## src/design/assert_macros.svh

```systemverilog
// Assertion macros shared by the step order closure design.
// Included by the top level; no other dependencies.
`ifndef ASSERT_MACROS_SVH
`define ASSERT_MACROS_SVH

// Same-cycle implication, disabled while reset is asserted.
`define SOC_ASSERT_IMPL(label, ante, cons, msg) \
  label: assert property (@(posedge clk) disable iff (!rst_n) (ante) |-> (cons)) \
    else $error(msg);

// Next-cycle implication, disabled while reset is asserted.
`define SOC_ASSERT_NEXT(label, ante, cons, msg) \
  label: assert property (@(posedge clk) disable iff (!rst_n) (ante) |=> (cons)) \
    else $error(msg);

`endif

```

## src/design/soc_pkg.sv

```systemverilog
// Package for the step order closure unit: sizes, request codes, word types,
// controller states and the command and status bundles. No dependencies.
package soc_pkg;

  localparam int MAX_STEPS = 64;
  localparam int ID_W      = 7;
  localparam int ROW_W     = MAX_STEPS;
  localparam int ROW_IDX_W = $clog2(MAX_STEPS);

  localparam logic [ID_W-1:0] INIT_ID = '0;
  localparam logic [ID_W-1:0] LAST_ID = ID_W'(MAX_STEPS);
  localparam logic [ID_W-1:0] GOAL_ID = ID_W'(MAX_STEPS + 1);

  localparam logic [1:0] REQ_QUERY = 2'd0;
  localparam logic [1:0] REQ_ORDER = 2'd1;
  localparam logic [1:0] REQ_ADD   = 2'd2;

  typedef struct packed {
    logic [1:0]      req_type;
    logic [ID_W-1:0] id_a;
    logic [ID_W-1:0] id_b;
  } soc_in_t;

  typedef struct packed {
    logic may_precede;
    logic may_follow;
    logic may_overlap;
    logic applied;
    logic status;
  } soc_out_t;

  typedef enum logic [2:0] {
    ST_IDLE,
    ST_RD_B,
    ST_RD_A,
    ST_CHK,
    ST_LOOP,
    ST_DONE
  } soc_state_t;

  typedef struct packed {
    logic load;
    logic rd_b;
    logic rd_a;
    logic chk;
    logic step;
    logic emit;
  } soc_cmd_t;

  typedef struct packed {
    logic go_loop;
    logic loop_last;
  } soc_sts_t;

endpackage

```

## src/design/soc_ctrl.sv

```systemverilog
// Controller for the step order closure unit: sequences row reads, the
// closure sweep and the result strobe. Depends on soc_pkg.
module soc_ctrl
  import soc_pkg::*;
(
  input  logic     clk,
  input  logic     rst_n,
  input  logic     start,
  input  soc_sts_t sts,
  output soc_cmd_t cmd,
  output logic     busy
);

  soc_state_t state_r, state_nxt;

  always_ff @(posedge clk) begin
    if (!rst_n) begin
      state_r <= ST_IDLE;
    end else begin
      state_r <= state_nxt;
    end
  end

  always_comb begin
    state_nxt = state_r;
    cmd       = '0;
    busy      = (state_r != ST_IDLE);
    unique case (state_r)
      ST_IDLE: begin
        if (start) begin
          cmd.load  = 1'b1;
          state_nxt = ST_RD_B;
        end
      end
      ST_RD_B: begin
        cmd.rd_b  = 1'b1;
        state_nxt = ST_RD_A;
      end
      ST_RD_A: begin
        cmd.rd_a  = 1'b1;
        state_nxt = ST_CHK;
      end
      ST_CHK: begin
        cmd.chk   = 1'b1;
        state_nxt = sts.go_loop ? ST_LOOP : ST_DONE;
      end
      ST_LOOP: begin
        cmd.step = 1'b1;
        if (sts.loop_last) begin
          state_nxt = ST_DONE;
        end
      end
      ST_DONE: begin
        cmd.emit  = 1'b1;
        state_nxt = ST_IDLE;
      end
      default: begin
        state_nxt = ST_IDLE;
      end
    endcase
  end

endmodule

```

## config.mk

```make
export PLATFORM = sky130hd
export DESIGN_NAME = soc_ctrl
export DESIGN_NICKNAME = d
export VERILOG_FILES = /design/src/design/assert_macros.svh /design/src/design/soc_pkg.sv /design/src/design/soc_ctrl.sv
export SDC_FILE = /design/constraint.sdc
export NUM_CORES = 1
export LEC_CHECK = 0
export BUFFER_PORTS_ARGS = -buffer_cell sky130_fd_sc_hd__buf_4
export CORE_AREA = 5 5 42 44
export CTS_BUF_LIST = sky130_fd_sc_hd__clkbuf_16
export CTS_CLUSTER_SIZE = 10
export DETAILED_ROUTE_END_ITERATION = 6
export DIE_AREA = 0 0 47 49
export GPL_ROUTABILITY_DRIVEN = 0
export PLACE_DENSITY = 0.44
export SYNTH_ARGS = -nofsm -noshare
export SYNTH_HDL_FRONTEND = slang
export SYNTH_SLANG_ARGS = --single-unit
```

## constraint.sdc

```tcl
create_clock -name clk -period 0.95 [get_ports clk]
set_input_delay 0.0475 -clock clk [delete_from_list [all_inputs] [get_ports clk]]
set_output_delay 0.0475 -clock clk [all_outputs]
set_load 0.02 [all_outputs]
```

After elaboration in Yosys (flattened, before gate mapping)

Cells that the tools add are included.
Widths: inputs -> output; s select.

Register bits after elaboration: 3
Latch bits: 0
RAM bits: 0
Memory bits (read-only): 0
Bits of input ports: 5
Output and inout bits: 7
Logic and storage cells: 22
Memories: 0

$add $sub $neg: 0
$mul: 0
Divide/modulo/power cells: 0
Order comparisons: 0
Equal/unequal tests: 7
Shift-type cells: 0
Mux-type cells: 11
Bitwise gates (word level): 0
Reduce and logical (&&, ||, !) cells: 3

Operator list:

| operator           | number |
|---|---|
| $pmux 3 s5         | 1 |
| $mux 1             | 8 |
| $eq 3x2->1 const B | 2 |
| $eq 3x3->1 const B | 2 |
| $mux 3             | 2 |
| $ne 2x2->1 const B | 2 |
| $eq 3x1->1 const B | 1 |
| $logic_not 3->1    | 1 |
| $reduce_bool 3->1  | 1 |
| $reduce_and 2->1   | 1 |

Depth between registers and ports, before layout

Word-level depth: 3
Mapped depth: 3
Depth with buffers taken out: 3

Worst setup path before layout

Ideal clock, no wire load.

Path kind: register to output
Start point: reg state_r[2]
End point: out cmd[5] (netlist bit)
Data arrival time: 1.084 ns
Required time: 0.902 ns
Slack: -0.182 ns
Cell stages (with the launch flop): 3
Path buffers: 0
Cells stage by stage: dfxtp_1 -> or3_4 -> nor2_1

RTL lines:

| item                     | line           | text |
|---|---|---|
| start: declaration       | soc_ctrl.sv:14 | `soc_state_t state_r, state_nxt;` |
| start signal: assignment | soc_ctrl.sv:20 | `state_r <= state_nxt;` |
| end: declaration         | soc_ctrl.sv:10 | `output soc_cmd_t cmd,` |

==> tab_implementation.tex <==
\begin{tabular}{lr}
\hline
Metric & Value \\
\hline
\multicolumn{2}{l}{\textbf{Critical path}} \\
\quad Chain of cells forming the critical path & or3\_4 > nor2\_4 > buf\_6 \\
\quad Kind of capture point of the worst setup path & primary output \\
\quad Worst Path Buf+Inv & 1 \\
\quad Maximum net fanout on the critical path & 3 \\
\quad Worst setup path startpoint & state\_r[0] \\
\quad Delay of the slowest critical-path stage & $\sim$410 ps \\
\quad Critical setup path kind & register to primary output \\
\quad Critical Path RT & about 900 ps \\
\quad Startpoint of the worst-slack reg-to-reg timing path & state\_r[0] \\
\quad Crit path max-delay cell type & sky130\_fd\_sc\_hd\_\_or3\_4 \\
\quad Nature of the critical path startpoint & register \\
\quad Kind of cell adding the most delay to the critical path & simple AND/OR/NAND/NOR gates \\
\quad Data arrival time of the worst path & between 1000 and 1500 ps \\
\multicolumn{2}{l}{\textbf{Final layout}} \\
\quad Layout cells sized above 1 & 80.5\% \\
\quad Register bank with the most flops & state\_r \\
\quad Inserted Diodes & 0 \\
\quad Number of non-filler instances in the completed layout & 57 \\
\quad Largest registers & state\_r: 3 flops \\
\quad Max FFs per register & 3 \\
\quad Post-layout nets & 47 \\
\quad Layout fillers & 155 \\
\quad Layout overhead on the synthesized area & 154\% \\
\multicolumn{2}{l}{\textbf{Logic synthesis}} \\
\quad Flip-flop and latch count after synthesis & 3 \\
\quad Library cells used by synthesis & 14 \\
\quad Synthesized netlist net count & 25 \\
\quad Sequential cell area fraction in the yosys report & 33.1\% \\
\quad Post-Syn Area & approximately 180 sq um \\
\quad Share of the synthesized area in the top cell type & roughly 33\% \\
\quad Yosys Warn Count & 0 \\
\quad Commonest cells in the synthesized netlist & sky130\_fd\_sc\_hd\_\_dfxtp\_1 (3), sky130\_fd\_sc\_hd\_\_nor3b\_1 (3), sky130\_fd\_sc\_hd\_\_and3b\_2 (2), sky130\_fd\_sc\_hd\_\_nor2\_1 (2) \\
\quad Synth async-reset ratio & 0\% \\
\quad Leading cell types by total area after synthesis & sky130\_fd\_sc\_hd\_\_dfxtp\_1 (33\%), sky130\_fd\_sc\_hd\_\_nor3b\_1 (12\%), sky130\_fd\_sc\_hd\_\_and3b\_2 (11\%), sky130\_fd\_sc\_hd\_\_or3\_4 (6.2\%), sky130\_fd\_sc\_hd\_\_a21o\_2 (4.8\%) \\
\quad Leading area contributor after synthesis & sky130\_fd\_sc\_hd\_\_dfxtp\_1 \\
\quad Main flop type after synthesis & sky130\_fd\_sc\_hd\_\_dfxtp\_1 \\
\quad Post-synthesis instance total & 20 \\
\quad Number of flops mapped to enable cells by yosys & 0 \\
\quad Average cell area after synthesis & 9.07 sq um \\
\multicolumn{2}{l}{\textbf{STA}} \\
\quad Final number of max-transition violations & 0 \\
\quad Fmax & 0.826 GHz \\
\quad Count of endpoints failing setup in the final report & 9 \\
\quad Final clock period utilization by the worst path & 127\% \\
\quad Worst clock skew & roughly 1.3 ps \\
\quad Hold Worst Slack & $\sim$66 ps \\
\quad Least-Margin Pin Slew & between 150 and 200 ps \\
\quad Final period demand of the worst path & 1210 ps \\
\quad Final critical-path setup slack & -260 ps \\
\quad Setup repair after global routing missed its margin & true \\
\quad Worst slew slack as a fraction of its limit & 89.9\% \\
\quad Final Hold Violating Endpoints & 0 \\
\multicolumn{2}{l}{\textbf{Floorplan}} \\
\quad DIE HEIGHT & around 49 um \\
\quad Placement Rows & 14 \\
\quad Die footprint & about 0.0023 sq mm \\
\quad X dimension of the die & around 47 um \\
\quad I/O pin total & 12 \\
\quad Core Area & roughly 0.0014 sq mm \\
\quad Effective utilization at floorplan & 12.9\% \\
\multicolumn{2}{l}{\textbf{Placement}} \\
\quad Setup Slack @ Placement & -41.9 ps \\
\quad HPWL Detailed & 419 um \\
\quad Number of buffers added on ports & 11 \\
\quad Cell total after placement & 50 \\
\multicolumn{2}{l}{\textbf{Hold path}} \\
\quad Startpoint of the tightest hold check path & sts[0] \\
\quad Class of the most critical hold timing path & input port to register \\
\multicolumn{2}{l}{\textbf{Status}} \\
\quad Result of the run & finished with violations \\
\quad Violations in the final reports & negative setup slack \\
\multicolumn{2}{l}{\textbf{Clock network}} \\
\quad Insertion delay to the later sink of the worst-skew pair & roughly 220 ps \\
\quad Clock transition at the registers of the reported paths & roughly 30 ps \\
\quad Count of clock tree sinks & 3 \\
\quad Maximum buffer depth of the clock tree & 2 \\
\quad Clock root buffer & sky130\_fd\_sc\_hd\_\_clkbuf\_16 \\
\quad H-tree depth & 1 \\
\quad Inserted Clock Buffers & 3 \\
\quad TritonCTS clock tree & done \\
\multicolumn{2}{l}{\textbf{Detailed routing}} \\
\quad DRC violation count after routing & 0 \\
\quad Initial detailed-routing violation count & 4 \\
\quad Wirelength per Cell & 11.5 um \\
\quad Number of optimization iterations in the first detailed-route pass & 2 \\
\quad Detail-routed via count per cell & roughly 3.9 \\
\quad Post-route ant nets & 0 \\
\quad Total Wirelength & $\sim$660 um \\
\quad Number of vias in the routed layout & 220 \\
\multicolumn{2}{l}{\textbf{Power}} \\
\quad Power per cell area & about 2900 mW/mm\^{}2 \\
\quad Highest ir drop seen on vdd & roughly 1.3 mV \\
\quad Static Leakage & approximately 0.22 nW \\
\quad Overall power & 1.34 mW \\
\multicolumn{2}{l}{\textbf{Global route}} \\
\quad Largest net degree at the start of global routing & 7 \\
\quad Vias in the first global route & between 200 and 300 \\
\quad First-pass GRT wire length & 959 um \\
\quad Number of antenna violations at the first check in global routing & 0 \\
\quad GRT Total Usage & under 10\% \\
\quad Remaining Overflow, GRT & 0 \\
\multicolumn{2}{l}{\textbf{Run}} \\
\quad Max-capacitance violation count & 0 \\
\hline
\end{tabular}
[cell usage in the layout (no fill, tap or decap)]
master                      netlist  layout
sky130_fd_sc_hd__a21o_2           1       1
sky130_fd_sc_hd__a21oi_1          1       1
sky130_fd_sc_hd__and2_4           0       1
sky130_fd_sc_hd__and3b_2          2       2
sky130_fd_sc_hd__buf_4            0      10
sky130_fd_sc_hd__buf_6            0       7
sky130_fd_sc_hd__clkbuf_16        0       3
sky130_fd_sc_hd__dfxtp_2          0       2
sky130_fd_sc_hd__dfxtp_4          0       1
sky130_fd_sc_hd__inv_1            1       2
sky130_fd_sc_hd__nand2_1          1       1
sky130_fd_sc_hd__nand2b_1         1       1
sky130_fd_sc_hd__nor2_2           0       1
sky130_fd_sc_hd__nor2_4           0       1
sky130_fd_sc_hd__nor3b_1          3       1
sky130_fd_sc_hd__nor3b_2          0       2
sky130_fd_sc_hd__o21a_1           1       1
sky130_fd_sc_hd__o21ai_2          1       1
sky130_fd_sc_hd__or3_4            1       1
sky130_fd_sc_hd__xnor2_1          1       1
[report_power, final]
group          internal [mW]  switching [mW]  leakage (nW)
clock                  0.543           0.115        0.0423
combinational          0.280           0.222         0.153
sequential             0.157          0.0267        0.0261
[cells by family (layout without fill, tap and decap cells)]
group	count (synthesis)	in the layout	share of synthesized area, %
and+or+nand+nor	11	11	43.5
buffers and inverters	1	22	2.07
DFF	3	3	33.1
xor gates and xnor gates	1	1	4.83
AOI/OAI and AO/OA	4	4	16.6
[final timing paths]
check / end / slack, ps / depth (start not counted)
setup / recovery: cmd[5] / -260 / 3
hold / removal: state_r[0] / 70 / 3
setup reg to reg: state_r[0] / -200 / 4
hold reg to reg: state_r[0] / 530 / 3
[per-layer routing]
layer | global-route usage [%] | routed length (um)
met1 | 6.35 | 248
met2 | 9.05 | 334
met3 | 2.21 | 51
met4 | 5.53 | 21
met5 | 0 | 0
[worst reg2reg max path, stage by stage (launching register included)]
cell and delay, ps:
sky130_fd_sc_hd__dfxtp_2 320, sky130_fd_sc_hd__or3_4 410, sky130_fd_sc_hd__buf_4 150, sky130_fd_sc_hd__o21ai_2 100, sky130_fd_sc_hd__a21oi_1 50
[through the flow]
stage / area (sq um) / util (%) / setup TNS, ps
2_1_floorplan: 193 / - / -183
3_3_place_gp: 318 / 22.7 / -46.5
3_5_place_dp: 318 / 22.7 / -91.7
4_1_cts: 439 / 31.3 / -1200
5_1_grt: 462 / 32.9 / -1560
6_report: 462 / 32.9 / -1270
[area by class of cell]
cell class / count / area [sq um] / area share (%)
Clock buffer: 3 / 75.1 / 16.3
Inverter: 1 / 3.75 / 0.813
Multi-Input combinational cell: 16 / 139 / 30.1
Tap cell: 16 / 20.0 / 4.34
Clock inverter: 1 / 3.75 / 0.813
Timing Repair Buffer: 17 / 154 / 33.3
Sequential cell: 3 / 66.3 / 14.4
[what timing repair did]
action	in CTS	in global routing
resized for setup	9	3
gates cloned	0	0
setup buffers	1	2
pin swaps	4	3
hold buffers	0	0
hold endpoints to repair	0	0
setup endpoints to repair	9	9
Note: power is estimated with default switching activity, not from simulation.
